===== config.mk =====
export PLATFORM = sky130hd
export DESIGN_NAME = bph_ram
export DESIGN_NICKNAME = d
export VERILOG_FILES = /design/src/rtl/byte_pair_histogram_defines.svh /design/src/rtl/bph_ram.sv
export SDC_FILE = /design/constraint.sdc
export NUM_CORES = 2
export LEC_CHECK = 0
export BUFFER_PORTS_ARGS = -buffer_cell sky130_fd_sc_hd__buf_4
export CORE_ASPECT_RATIO = 0.8
export CORE_MARGIN = 2
export CORE_UTILIZATION = 42
export DETAILED_ROUTE_END_ITERATION = 10
export GPL_TIMING_DRIVEN = 0
export SETUP_SLACK_MARGIN = 0.15
export SKIP_LAST_GASP = 1
export SYNTH_ARGS = -nofsm -noshare
export SYNTH_HDL_FRONTEND = slang
export SYNTH_SLANG_ARGS = --single-unit

===== constraint.sdc =====
create_clock -name clk -period 2.3 [get_ports clk]
set_clock_uncertainty 0.1 [all_clocks]
set_input_delay 0.23 -clock clk [delete_from_list [all_inputs] [get_ports clk]]
set_output_delay 0.23 -clock clk [all_outputs]
set_load 0.05 [all_outputs]

===== src/rtl/byte_pair_histogram_defines.svh =====
// Assertion macros shared by the byte pair histogram RTL.
// Expects clk and arst_n in the scope of the module that uses them.
`ifndef BYTE_PAIR_HISTOGRAM_DEFINES_SVH
`define BYTE_PAIR_HISTOGRAM_DEFINES_SVH

// Same-cycle implication, checked outside reset.
`define BPH_ASSERT_SAME(label, ante, cons, msg) \
	label: assert property (@(posedge clk) disable iff (!arst_n) (ante) |-> (cons)) \
		else $error(msg);

// Next-cycle implication, checked outside reset.
`define BPH_ASSERT_NEXT(label, ante, cons, msg) \
	label: assert property (@(posedge clk) disable iff (!arst_n) (ante) |=> (cons)) \
		else $error(msg);

`endif


===== src/rtl/bph_ram.sv =====
// Generic single-write, single-read synchronous RAM with registered read.
// Read during a write to the same address returns the old contents.
`timescale 1ns / 1ps

module bph_ram #(
	parameter int WIDTH = 8,
	parameter int DEPTH = 256
) (
	input  logic                     clk,
	input  logic                     we,
	input  logic [$clog2(DEPTH)-1:0] waddr,
	input  logic [WIDTH-1:0]         wdata,
	input  logic                     re,
	input  logic [$clog2(DEPTH)-1:0] raddr,
	output logic [WIDTH-1:0]         rdata
);

	logic [WIDTH-1:0] mem [DEPTH];

	always_ff @(posedge clk) begin
		if (we) begin
			mem[waddr] <= wdata;
		end
	end

	always_ff @(posedge clk) begin
		if (re) begin
			rdata <= mem[raddr];
		end
	end

endmodule


# Word level (Yosys, flattened, before mapping)
# Memories as Yosys holds them, arrays and structs flattened. A register that Yosys moved wholly into a read port is not among the register bits.
# Index checks and enable logic that the tools add are counted.
# Widths: inputs -> output; s select.
dict set report totals {
  register_bits 0
  mem_bits_rw 2048
  in_bits 27
  output_inout_bits 8
  wordCells 3
  memories 1
}
# name depth word_bits rd rd_ports_with_merged_regs wr line_no
set mem_list {}
lappend mem_list {mem 256 8 1 1 1 bph_ram.sv:18} ;# logic [WIDTH-1:0] mem [DEPTH];
dict set report classes {
  mux 2
}
# cell n
set ops {}
lappend ops {{$mux 1} 2}

# Depth between registers and ports, before layout
dict set report logic_depth {
  depth_word 2
  ltp_mapped 11
  depth_no_buf 6
}

# Worst setup path before layout
# Ideal clock, no wire load.
dict set report synth_timing {
  path_kind {input to register}
  startpoint {input raddr[0]}
  endpoint {register rdata[2], read port of mem, data pin}
  setup_ns 0.269
  arrival_time_ns 2.037
  t_required_ns 1.931
  slack_ns -0.106
  path_stages 9
  path_buffers 4
  path_cell_list {buf_6 > buf_12 > buf_8 > buf_2 > mux4_2 > a22oi_1 > a21oi_1 > nor4_1 > nor4_2}
}
# item line_no
set synth_rtl {}
lappend synth_rtl {{start, declared} bph_ram.sv:14} ;# input logic [$clog2(DEPTH)-1:0] raddr,
lappend synth_rtl {{end, declared} bph_ram.sv:15} ;# output logic [WIDTH-1:0] rdata

==> results.yml <==
global_routing:
  grt_pass1_vias: 40100
  grt_pass1_wl_mm: 335
  grt_overflow: 0
  grt_util_all_layers_pct: 25.3
  antenna_found_initial: 17
  grt_max_degree: 157
detailed_routing:
  ant_nets: 0
  wire_per_inst_um: 37.1
  drt_iter0_markers: 7574
  drc: 0
  drt_first_pass_iters: 7
  vias: 41900
  drt-total-wl_mm: 247
  vias_per_cell: 6.27
placement:
  io_buffer_count: 27
  place_congestion: 0.947
  hpwl_mm: 162
  placed_area_mm2: 0.0837
synthesis:
  yosysSeqAreaShare_pct: 77.5
  synth_compound_area_share_pct: 3.42
  synthFlopType: "edfxtp_1"
  syn_inst: 3733
  async_flop_share_pct: 0
  ys_ff_latch: 2056
  yosysWarnings: 0
  yosysUniqueCellTypes: 54
  synth_edf_count: 2056
  synth_area_mm2: 0.0796
  synthMuxAreaShare_pct: 14.6
  mappedNetlistNets: 3760
  synthAdderAreaFrac_pct: 0
  synth_area_per_cell_um2: 21.3
  yosys.area_share.simple_pct: 2.63
  synth_area_leaders: "edfxtp_1 78%, mux4_2 13%, mux2i_1 1.7%, nor2_1 1.3%, a22oi_1 1.3%"
  synth.top_cell.area_share_pct: 77.5
  synth_top_family_by_area: "multiplexers"
  yosysTopAreaCell: "edfxtp_1"
  synth_xor_area_share_pct: 0
clock_network:
  numCtsBuffers: 192
  clock_sinks: 2056
  h-tree-depth: 4
  cts_buffer_depth: 3
  cts_root_buf: "clkbuf_16"
  cts_tree: "built"
  clkTransAtPathRegs_ns: 0.06
  clk_latency_ns: 0.85
cells_and_area:
  postLayoutCellArea_mm2: 0.0924
  layout.nets: 4011
  drive_gt1_share_pct: 31.3
  syn_to_final_growth_pct: 16.0
  nFillCells: 15100
  mostFrequentLayoutCells: "2056 x edfxtp_1, 454 x mux4_2, 195 x clkbuf_16"
  final_common_cell: "edfxtp_1"
status:
  outcome: "finished, violations left"
  violations: "setup timing"
timing:
  final-setup-viol-count: 120
  min_period_ns: 2.83
  drv_slew: 0
  rsz0062_at_grt: "true"
  slew_headroom_pct: 10.5
  tightest_slew_ns: 1.34
  tns_ns: -13.51
  setup_ws_ns: -0.526
  fmax_ghz: 0.354
  timing.final.crit_share_pct: 123
  final_hold_viol_count: 0
hold_path:
  min-delay-start: "waddr[7]"
  min_path_cells: 3
  hold_path_end: "mem[234][1]$_DFFE_PP_"
  min-delay-path-class: "input port to register"
pwr:
  p_sw_share_pct: 22.8
  p_comb_share_pct: 6.5
  clockPowerShare_pct: 40.2
  p_leak_nw: 27.9
  power_w: 0.0775
  ir_drop_v: 0.000584
  p_switching_w: 0.0177
  seqPwrFrac_pct: 53.3
  powerDensity_mw_per_mm2: 839
  p_int_w: 0.0598
setup_path:
  r2r_start: "mem[83][6]$_DFFE_PP_"
  reg2reg_to: "rdata[6]$_DFFE_PP_"
  arrival_ns: 3.28
  cp-end-kind: "register"
  startpoint_type: "input port"
  rrSetupSlack_ns: -0.49
  path_class: "input port to register"
  required_ns: 2.75
  reg2reg_depth: 6
  crit_fanout: 10
die:
  die_x_um: 491
  die_area_mm2: 0.193
  core.rowCount: 142
  die_h_um: 393
  start_util_pct: 42.4
  core-area_mm2: 0.188
  io_pins: 35
job:
  cap_violations: 0
[power groups by stage]
stage                     combinational [W]  clock (W)  sequential [W]
final                               0.00501     0.0312          0.0413
after global routing                0.00508     0.0327          0.0413
after CTS                           0.00483     0.0312          0.0413
after detailed placement            0.00449          0          0.0421
after global placement              0.00435          0          0.0422
after floorplan                     0.00207          0          0.0422
[final cells by class]
cell class	instances	area [µm²]	share of cell area, %
Antenna cell	8	20.0	0.0217
Buffer	232	2010	2.18
Clock buffer	248	5080	5.50
Clock inverter	108	907	0.982
Inverter	2	8.76	0.00948
Multi-Input combinational cell	1442	18700	20.3
Sequential cell	2056	61700	66.8
Tap cell	2520	3150	3.41
Timing Repair Buffer	58	738	0.799
[cells in the mapped netlist, types with 2 or more instances]
library cell / instances
edfxtp_1: 2056
o32ai_1: 4
nand2b_1: 8
a31oi_1: 2
buf_6: 21
a22oi_1: 133
a21oi_1: 96
nor3_1: 22
and3b_1: 2
nor2b_1: 31
nand2_1: 33
mux2i_1: 134
buf_1: 22
a211oi_1: 16
o22ai_1: 28
and2_1: 6
o21ai_0: 10
mux4_1: 2
buf_4: 27
a2111oi_1: 2
buf_8: 13
a2111oi_0: 2
nor4_1: 24
o22a_1: 5
o21ai_1: 2
clkbuf_1: 111
a311oi_1: 2
buf_2: 31
nor2_1: 282
buf_12: 8
o211ai_1: 10
or2_2: 4
mux4_2: 454
nand4_1: 10
o221ai_1: 46
nand3b_1: 2
nand3_1: 34
a221oi_1: 13
a22o_1: 8
nor4_2: 3
[metrics by stage]
stage | util (%) | hold slack, ns | worst slack [ns] | cells
global placement | 44.3 | 0.408 | -3.49 | 6280
finish | 49.2 | 0.0644 | -0.526 | 6674
global route | 49.2 | 0.0469 | -0.449 | 6669
floorplan | - | 0.229 | 0.0126 | 3733
CTS | 48.8 | 0.0122 | -0.430 | 6663
detailed placement | 44.5 | 0.414 | -3.33 | 6291
[repair_timing]
action                                  in CTS  in global routing
endpoints found under the setup margin    1357               1180
hold buffers                                12                  0
pin swaps                                   24                 19
gates resized for setup                    487                202
hold endpoints to repair                   895                  0
buffers inserted                             5                  3
[critical path: stages]
cell and delay, ns:
buf_4 0.15, clkbuf_2 0.40, nor2_2 0.53, clkbuf_2 0.54, a22oi_1 0.20, a31oi_2 0.49, nor4_4 0.15, nor4_4 0.53
[flip-flops by register name (all words and copies together), names as in the netlist]
signal / flops
mem: 2048
rdata: 8
[logic make-up after synthesis]
family	after synthesis
buffers and inverters	235
DFF	2056
AOI/OAI and AO/OA	385
and+or+nand+nor	466
muxes	591
[worst max-delay path by stage]
stage                               start  cells past startpoint  slack, ns                  to
floorplan                        raddr[0]                      9       0.01  rdata[0]$_DFFE_PP_
global placement                 raddr[3]                      7      -3.49  rdata[5]$_DFFE_PP_
detailed placement               raddr[4]                      9      -3.33  rdata[4]$_DFFE_PP_
CTS                 mem[136][2]$_DFFE_PP_                      7      -0.43  rdata[2]$_DFFE_PP_
global route         mem[83][6]$_DFFE_PP_                      6      -0.45  rdata[6]$_DFFE_PP_
finish                           raddr[3]                      8      -0.53  rdata[3]$_DFFE_PP_
[per-layer routing]
layer | GRT usage, % | vias to the layer above | wire [µm]
met5 | 0 | - | 10
met4 | 9.46 | 2 | 9510
met3 | 8.01 | 444 | 31600
met2 | 35.4 | 2785 | 106000
met1 | 37.1 | 22400 | 100000
li1 | - | 16300 | -
No activity file was read; power rests on OpenSTA's default activity.
