`src/rtl/byte_pair_histogram_defines.svh`:
```
// Assertion macros shared by the byte pair histogram RTL.
// Expects clk and arst_n in the scope of the module that uses them.
`ifndef BYTE_PAIR_HISTOGRAM_DEFINES_SVH
`define BYTE_PAIR_HISTOGRAM_DEFINES_SVH

// Same-cycle implication, checked outside reset.
`define BPH_ASSERT_SAME(label, ante, cons, msg) \
	label: assert property (@(posedge clk) disable iff (!arst_n) (ante) |-> (cons)) \
		else $error(msg);

// Next-cycle implication, checked outside reset.
`define BPH_ASSERT_NEXT(label, ante, cons, msg) \
	label: assert property (@(posedge clk) disable iff (!arst_n) (ante) |=> (cons)) \
		else $error(msg);

`endif

```
`src/rtl/bph_pkg.sv`:
```
// Shared types and constants of the byte pair histogram.
// No dependencies; imported by bph_thresh and the top level.
`timescale 1ns / 1ps

package bph_pkg;

	localparam int THR_BITS       = 8;
	localparam int LEVEL_BITS     = 3;
	localparam int CFG_INDEX_BITS = 8;

	typedef enum logic [1:0] {
		ACT_FEED    = 2'd0,
		ACT_READ    = 2'd1,
		ACT_RESTART = 2'd2
	} action_t;

	typedef logic [CFG_INDEX_BITS-1:0] cfg_index_t;
	typedef logic [THR_BITS-1:0]       thr_t;
	typedef logic [LEVEL_BITS-1:0]     level_t;

	localparam cfg_index_t REG_LEVEL4 = 8'd0;
	localparam cfg_index_t REG_LEVEL3 = 8'd1;
	localparam cfg_index_t REG_LEVEL2 = 8'd2;
	localparam cfg_index_t REG_LEVEL1 = 8'd3;

	localparam thr_t LEVEL4_RESET = 8'd100;
	localparam thr_t LEVEL3_RESET = 8'd50;
	localparam thr_t LEVEL2_RESET = 8'd10;
	localparam thr_t LEVEL1_RESET = 8'd5;

	localparam level_t LEVEL_0 = 3'd0;
	localparam level_t LEVEL_1 = 3'd1;
	localparam level_t LEVEL_2 = 3'd2;
	localparam level_t LEVEL_3 = 3'd3;
	localparam level_t LEVEL_4 = 3'd4;

	typedef struct packed {
		logic       valid;
		cfg_index_t index;
		thr_t       data;
	} cfg_write_t;

endpackage

```
`src/rtl/bph_thresh.sv`:
```
// Density threshold registers and the level compare for one cell count.
// Depends on bph_pkg for the write struct, register indexes and reset values.
`timescale 1ns / 1ps

module bph_thresh #(
	parameter int COUNT_BITS = 8
) (
	input  logic                   clk,
	input  logic                   arst_n,
	input  bph_pkg::cfg_write_t    cfg,
	input  logic [COUNT_BITS-1:0]  count,
	output bph_pkg::level_t        level
);

	import bph_pkg::*;

	localparam int CMP_BITS = (COUNT_BITS > THR_BITS) ? COUNT_BITS : THR_BITS;

	thr_t                level4_q;
	thr_t                level3_q;
	thr_t                level2_q;
	thr_t                level1_q;
	logic [CMP_BITS-1:0] count_ext;

	always_ff @(posedge clk or negedge arst_n) begin
		if (!arst_n) begin
			level4_q <= LEVEL4_RESET;
			level3_q <= LEVEL3_RESET;
			level2_q <= LEVEL2_RESET;
			level1_q <= LEVEL1_RESET;
		end else if (cfg.valid) begin
			case (cfg.index)
				REG_LEVEL4: level4_q <= cfg.data;
				REG_LEVEL3: level3_q <= cfg.data;
				REG_LEVEL2: level2_q <= cfg.data;
				REG_LEVEL1: level1_q <= cfg.data;
				default: ;
			endcase
		end
	end

	assign count_ext = CMP_BITS'(count);

	// Test from the highest level down; the first exceeded threshold wins.
	always_comb begin
		if (count_ext > CMP_BITS'(level4_q)) begin
			level = LEVEL_4;
		end else if (count_ext > CMP_BITS'(level3_q)) begin
			level = LEVEL_3;
		end else if (count_ext > CMP_BITS'(level2_q)) begin
			level = LEVEL_2;
		end else if (count_ext > CMP_BITS'(level1_q)) begin
			level = LEVEL_1;
		end else begin
			level = LEVEL_0;
		end
	end

endmodule

```
`config.mk`:
```
export PLATFORM = sky130hd
export DESIGN_NAME = bph_thresh
export DESIGN_NICKNAME = d
export VERILOG_FILES = /design/src/rtl/byte_pair_histogram_defines.svh /design/src/rtl/bph_pkg.sv /design/src/rtl/bph_thresh.sv
export SDC_FILE = /design/constraint.sdc
export NUM_CORES = 1
export LEC_CHECK = 0
export BUFFER_PORTS_ARGS = -buffer_cell sky130_fd_sc_hd__buf_4
export CAP_MARGIN = 0
export CORE_MARGIN = 3
export CORE_UTILIZATION = 40
export CTS_CLUSTER_DIAMETER = 40
export DETAILED_ROUTE_END_ITERATION = 6
export PLACE_DENSITY_LB_ADDON = 0.05
export SYNTH_ARGS = -nofsm -noshare
export SYNTH_HDL_FRONTEND = slang
export SYNTH_SLANG_ARGS = --single-unit
```
`constraint.sdc`:
```
create_clock -name clk -period 2.5 [get_ports clk]
set_clock_uncertainty 0.1 [all_clocks]
set_input_delay 0.375 -clock clk [delete_from_list [all_inputs] [get_ports clk]]
set_output_delay 0.375 -clock clk [all_outputs]
set_load 0.01 [all_outputs]
```
======== Word level (Yosys, flattened, before mapping) ========
Index checks and enable logic that the tools add are counted.
Widths: inputs -> output; s select.
storage, ports and cells
  bits in registers ....................... 32
  output and inout bits ................... 3
  input port bits ......................... 27
operators by class
  reductions and logical operators ........ 5
  equal/unequal tests ..................... 3
  order comparisons ....................... 4
  mux-type cells .......................... 4
operators by type and width
  operator            count
  $gt 8x8->1          4
  $eq 8x2->1 const B  2
  $eq 8x1->1 const B  1
  $logic_not 8->1     1
  $reduce_and 2->1    4
  $mux 2              2
  $mux 3              1
  $mux 1              1

======== Depth between registers and ports, before layout ========
  depth after elaboration ................. 5
  depth in mapped cells ................... 7
  mapped depth without buffers ............ 7

======== Worst setup path before layout ========
No wires, ideal clock.
  kind .................................... register to output
  from .................................... register level4_q[2]
  to ...................................... output level[0]
  cell stages (with the launch flop) ...... 8
  required time ........................... 2,025 ps
  buffers on the path ..................... 0
  arrival ................................. 1,968 ps
  path slack .............................. 57 ps
  cells stage by stage .................... dfstp_2 > inv_1 > ha_1 > and3_1 > a221o_1 > a22o_1 > a211o_1 > o22ai_1
on the way
  cells in the longest elaborated chain, start to end .. 2
RTL lines
  item                    RTL line          text
  start, declared         bph_thresh.sv:19  thr_t level4_q;
  start signal, assigned  bph_thresh.sv:33  REG_LEVEL4: level4_q <= cfg.data;
  $gt 8x8->1              bph_thresh.sv:46  if (count_ext > CMP_BITS'(level4_q)) begin
  $mux 3                  bph_thresh.sv:46
  end, declared           bph_thresh.sv:12  output bph_pkg::level_t level
Every way passes these cells.

======== Worst setup path in the final report ========
Same ends and word-level chain as after synthesis.

==> impl_metrics.toml <==
[global_route]
use_met3_pct = 3.48
grt_pass1_wl_um = 7710
grt.overflow.total = 0
grt_usage_pct = 16.7
use_met1_pct = 23.0
grt.busiest_layer = "met2"
use_met2_pct = 24.9
grt_max_degree = 33
antenna_found_initial = 0
grt_pass1_vias = 1614

[hold_path]
hold_class = "primary input to register"
worstHoldStart = "cfg[6]"
holdPathStages = 3
hold_end = "level4_q[6]"

[route]
drc = 0
dr.pass1.iters = 4
viasPerCell = 5.24
postRouteAntennaNets = 0
drt_iter0_drc = 61
vias = 1561
wl_per_cell_um = 16.0
wirelength_um = 4770

[cells_and_area]
final_util_pct = 52.7
finalNonFillerCells = 298
nNetsFinal = 289
syn2layout_area_growth_pct = 24.4
fillCellCount = 427
regArea_um2 = 813
multi_input_area_um2 = 1160
final_layout_size_suffix_gt1_share_pct = 39.8
antenna_cells = 0

[job]
maxCapViolations = 0

[die]
fp.coreArea_um2 = 4850
dieArea_um2 = 6040
rows = 25
initial_utilization_pct = 42.4
ios = 30
die_x_um = 77.7
die_y_um = 77.7

[cts]
clk_latency_ns = 0.29
cts_buffers = 5
htreeDepth = 2
clock_sinks = 32
cts_buffer_depth = 2
cts.clk_slew.worst_paths_ns = 0.07
tritoncts = "done"
post-cts-setup-buffer-count = 0
cts-root-buf = "clkbuf_8"

[timing]
max_slew_margin_pct = 72.0
max_freq_mhz = 367
worst_pin_slew_ns = 0.420
setup_violations = 3
final_hold_viol_count = 0
layout_min_cycle_time_ns = 2.72
hold_ws_ns = 0.229
slew_viol_final = 0
final.period_utilization_pct = 109
setup_slack_ns = -0.224
rsz0062_at_grt = "yes"

[pwr]
ir_worst_vdd_mv = 0.315
p_total_uw = 1320
leakage_uw = 0.00121
power_density_nw_per_um2 = 516

[logic_synthesis]
synth_edf_count = 0
synth.mux.area_fraction_pct = 13.7
synth_compound_area_share_pct = 10.8
yosysWarnings = 0
synth_nets = 247
synth_xor_area_share_pct = 0
ys_seq_area_share_pct = 39.6
synthAdderAreaFrac_pct = 19.5
synth-simple-area-share_pct = 10.5
synth_area_um2 = 2060
synth_ff_type = "dfrtp_1"
async_flop_share_pct = 100
synthCells = 188
synth_top_family_by_area = "adder cells"
yosysUniqueCellTypes = 30
syn_area_per_cell_um2 = 10.9
synth-seq-cells = 32

[worst_setup_path]
r2r_slack_ns = 1.55
cp_max_fo = 2
worstSetupStartpointType = "register"
rr_endpoint = "level4_q[5]"
cp-end-kind = "output pin"
crit_arrival_ns = 2.25
r2r-start = "level4_q[5]"
worstSetupPathType = "register to output pin"
rr_worst_depth = 2
crit_required_ns = 2.03

[placement]
numPortBuffers = 29
gp_congestion = 0.902
hpwl_um = 3800
numPlacedInstances = 289

[status]
outcome = "finished with violations"
violations = "negative setup slack"
area by class of cell:
cell class                      count  share of cell area [%]
Sequential cell                    32                    31.8
Multi-Input combinational cell    125                    45.5
Clock inverter                      3                    1.66
Inverter                           30                    4.40
Timing Repair Buffer               36                    10.7
Clock buffer                        5                    2.69
Tap cell                           67                    3.28
per-stage QoR:
| stage | area, µm² | setup slack, ns | TNS, ns |
|---|---|---|---|
| 2_1_floorplan | 2060 | 0.0567 | 0 |
| 3_3_place_gp | 2390 | 0.0271 | 0 |
| 3_5_place_dp | 2390 | -0.0181 | -0.0181 |
| 4_1_cts | 2540 | -0.259 | -0.387 |
| 5_1_grt | 2560 | -0.297 | -0.523 |
| 6_report | 2560 | -0.224 | -0.341 |
per-layer routing:
metal | wire length, µm | share of wire [%]
met3 | 212 | 4.4
met2 | 2110 | 44
met4 | 117 | 2.5
met1 | 2330 | 49
met5 | 0 | 0
cell usage after synthesis (2+ instances only):
| cell type | number | area (µm²) |
|---|---|---|
| o21ai_0 | 10 | 50.1 |
| a21boi_0 | 2 | 15.0 |
| a21oi_1 | 14 | 70.1 |
| dfrtp_1 | 22 | 551 |
| o22ai_1 | 2 | 12.5 |
| o211ai_1 | 3 | 22.5 |
| nand4_1 | 6 | 37.5 |
| nand3_1 | 2 | 10.0 |
| mux2_2 | 25 | 282 |
| nand3b_2 | 2 | 22.5 |
| ha_1 | 32 | 400 |
| nand2_1 | 10 | 37.5 |
| dfstp_2 | 10 | 263 |
| inv_1 | 30 | 113 |
| nor2b_1 | 3 | 18.8 |
worst max-delay path by stage:
stage | start | endpoint | cells past startpoint
2_1_floorplan | level4_q[2] | level[0] | 7
3_3_place_gp | level4_q[2] | level[0] | 8
3_5_place_dp | level4_q[2] | level[0] | 8
4_1_cts | level4_q[2] | level[0] | 8
5_1_grt | level4_q[2] | level[0] | 8
6_report | level4_q[2] | level[0] | 8
flip-flops by register name (all words and copies together) (netlist names):
| signal | cells |
|---|---|
| level4_q | 8 |
| level2_q | 8 |
| level1_q | 8 |
| level3_q | 8 |
worst max-delay path: stages, from the launching register on:
cell	delay, ns
dfstp_2	0.53
inv_2	0.04
ha_4	0.21
and3_1	0.15
a221o_1	0.32
a22o_1	0.21
a211o_1	0.25
o22ai_2	0.11
buf_4	0.14
layout by cell type (no fill, tap or decap), types with 2 or more instances in the layout:
cell      synthesis  final
dfrtp_1          22     22
o211ai_1          3      3
nand4_1           6      6
ha_4              0      2
mux2_2           25     25
nor2b_1           3      3
o21ai_0          10     10
inv_1            30     29
ha_1             32     30
a21oi_1          14     13
nand3b_2          2      2
nand3_1           2      2
a21boi_0          2      2
nand2_1          10     10
dfstp_2          10     10
clkbuf_8          0      5
buf_4             0     35
logic make-up after synthesis:
kind of cell / count (synthesis)
flops: 32
compound gates: 37
fa+ha+maj: 32
buf+inv: 31
simple gates: 31
mux: 25
report_power, final:
group	switching, µW	internal [µW]
sequential	13.8	553
combinational	127	126
clock	205	295
timing repair:
item	4_1_cts	5_1_grt
resized for setup	4	3
cloned	0	0
pin swaps	3	1
endpoints found under the hold margin	22	0
setup endpoints to repair	3	3
hold buffers	1	0
Note: power is estimated with default switching activity, not from simulation.
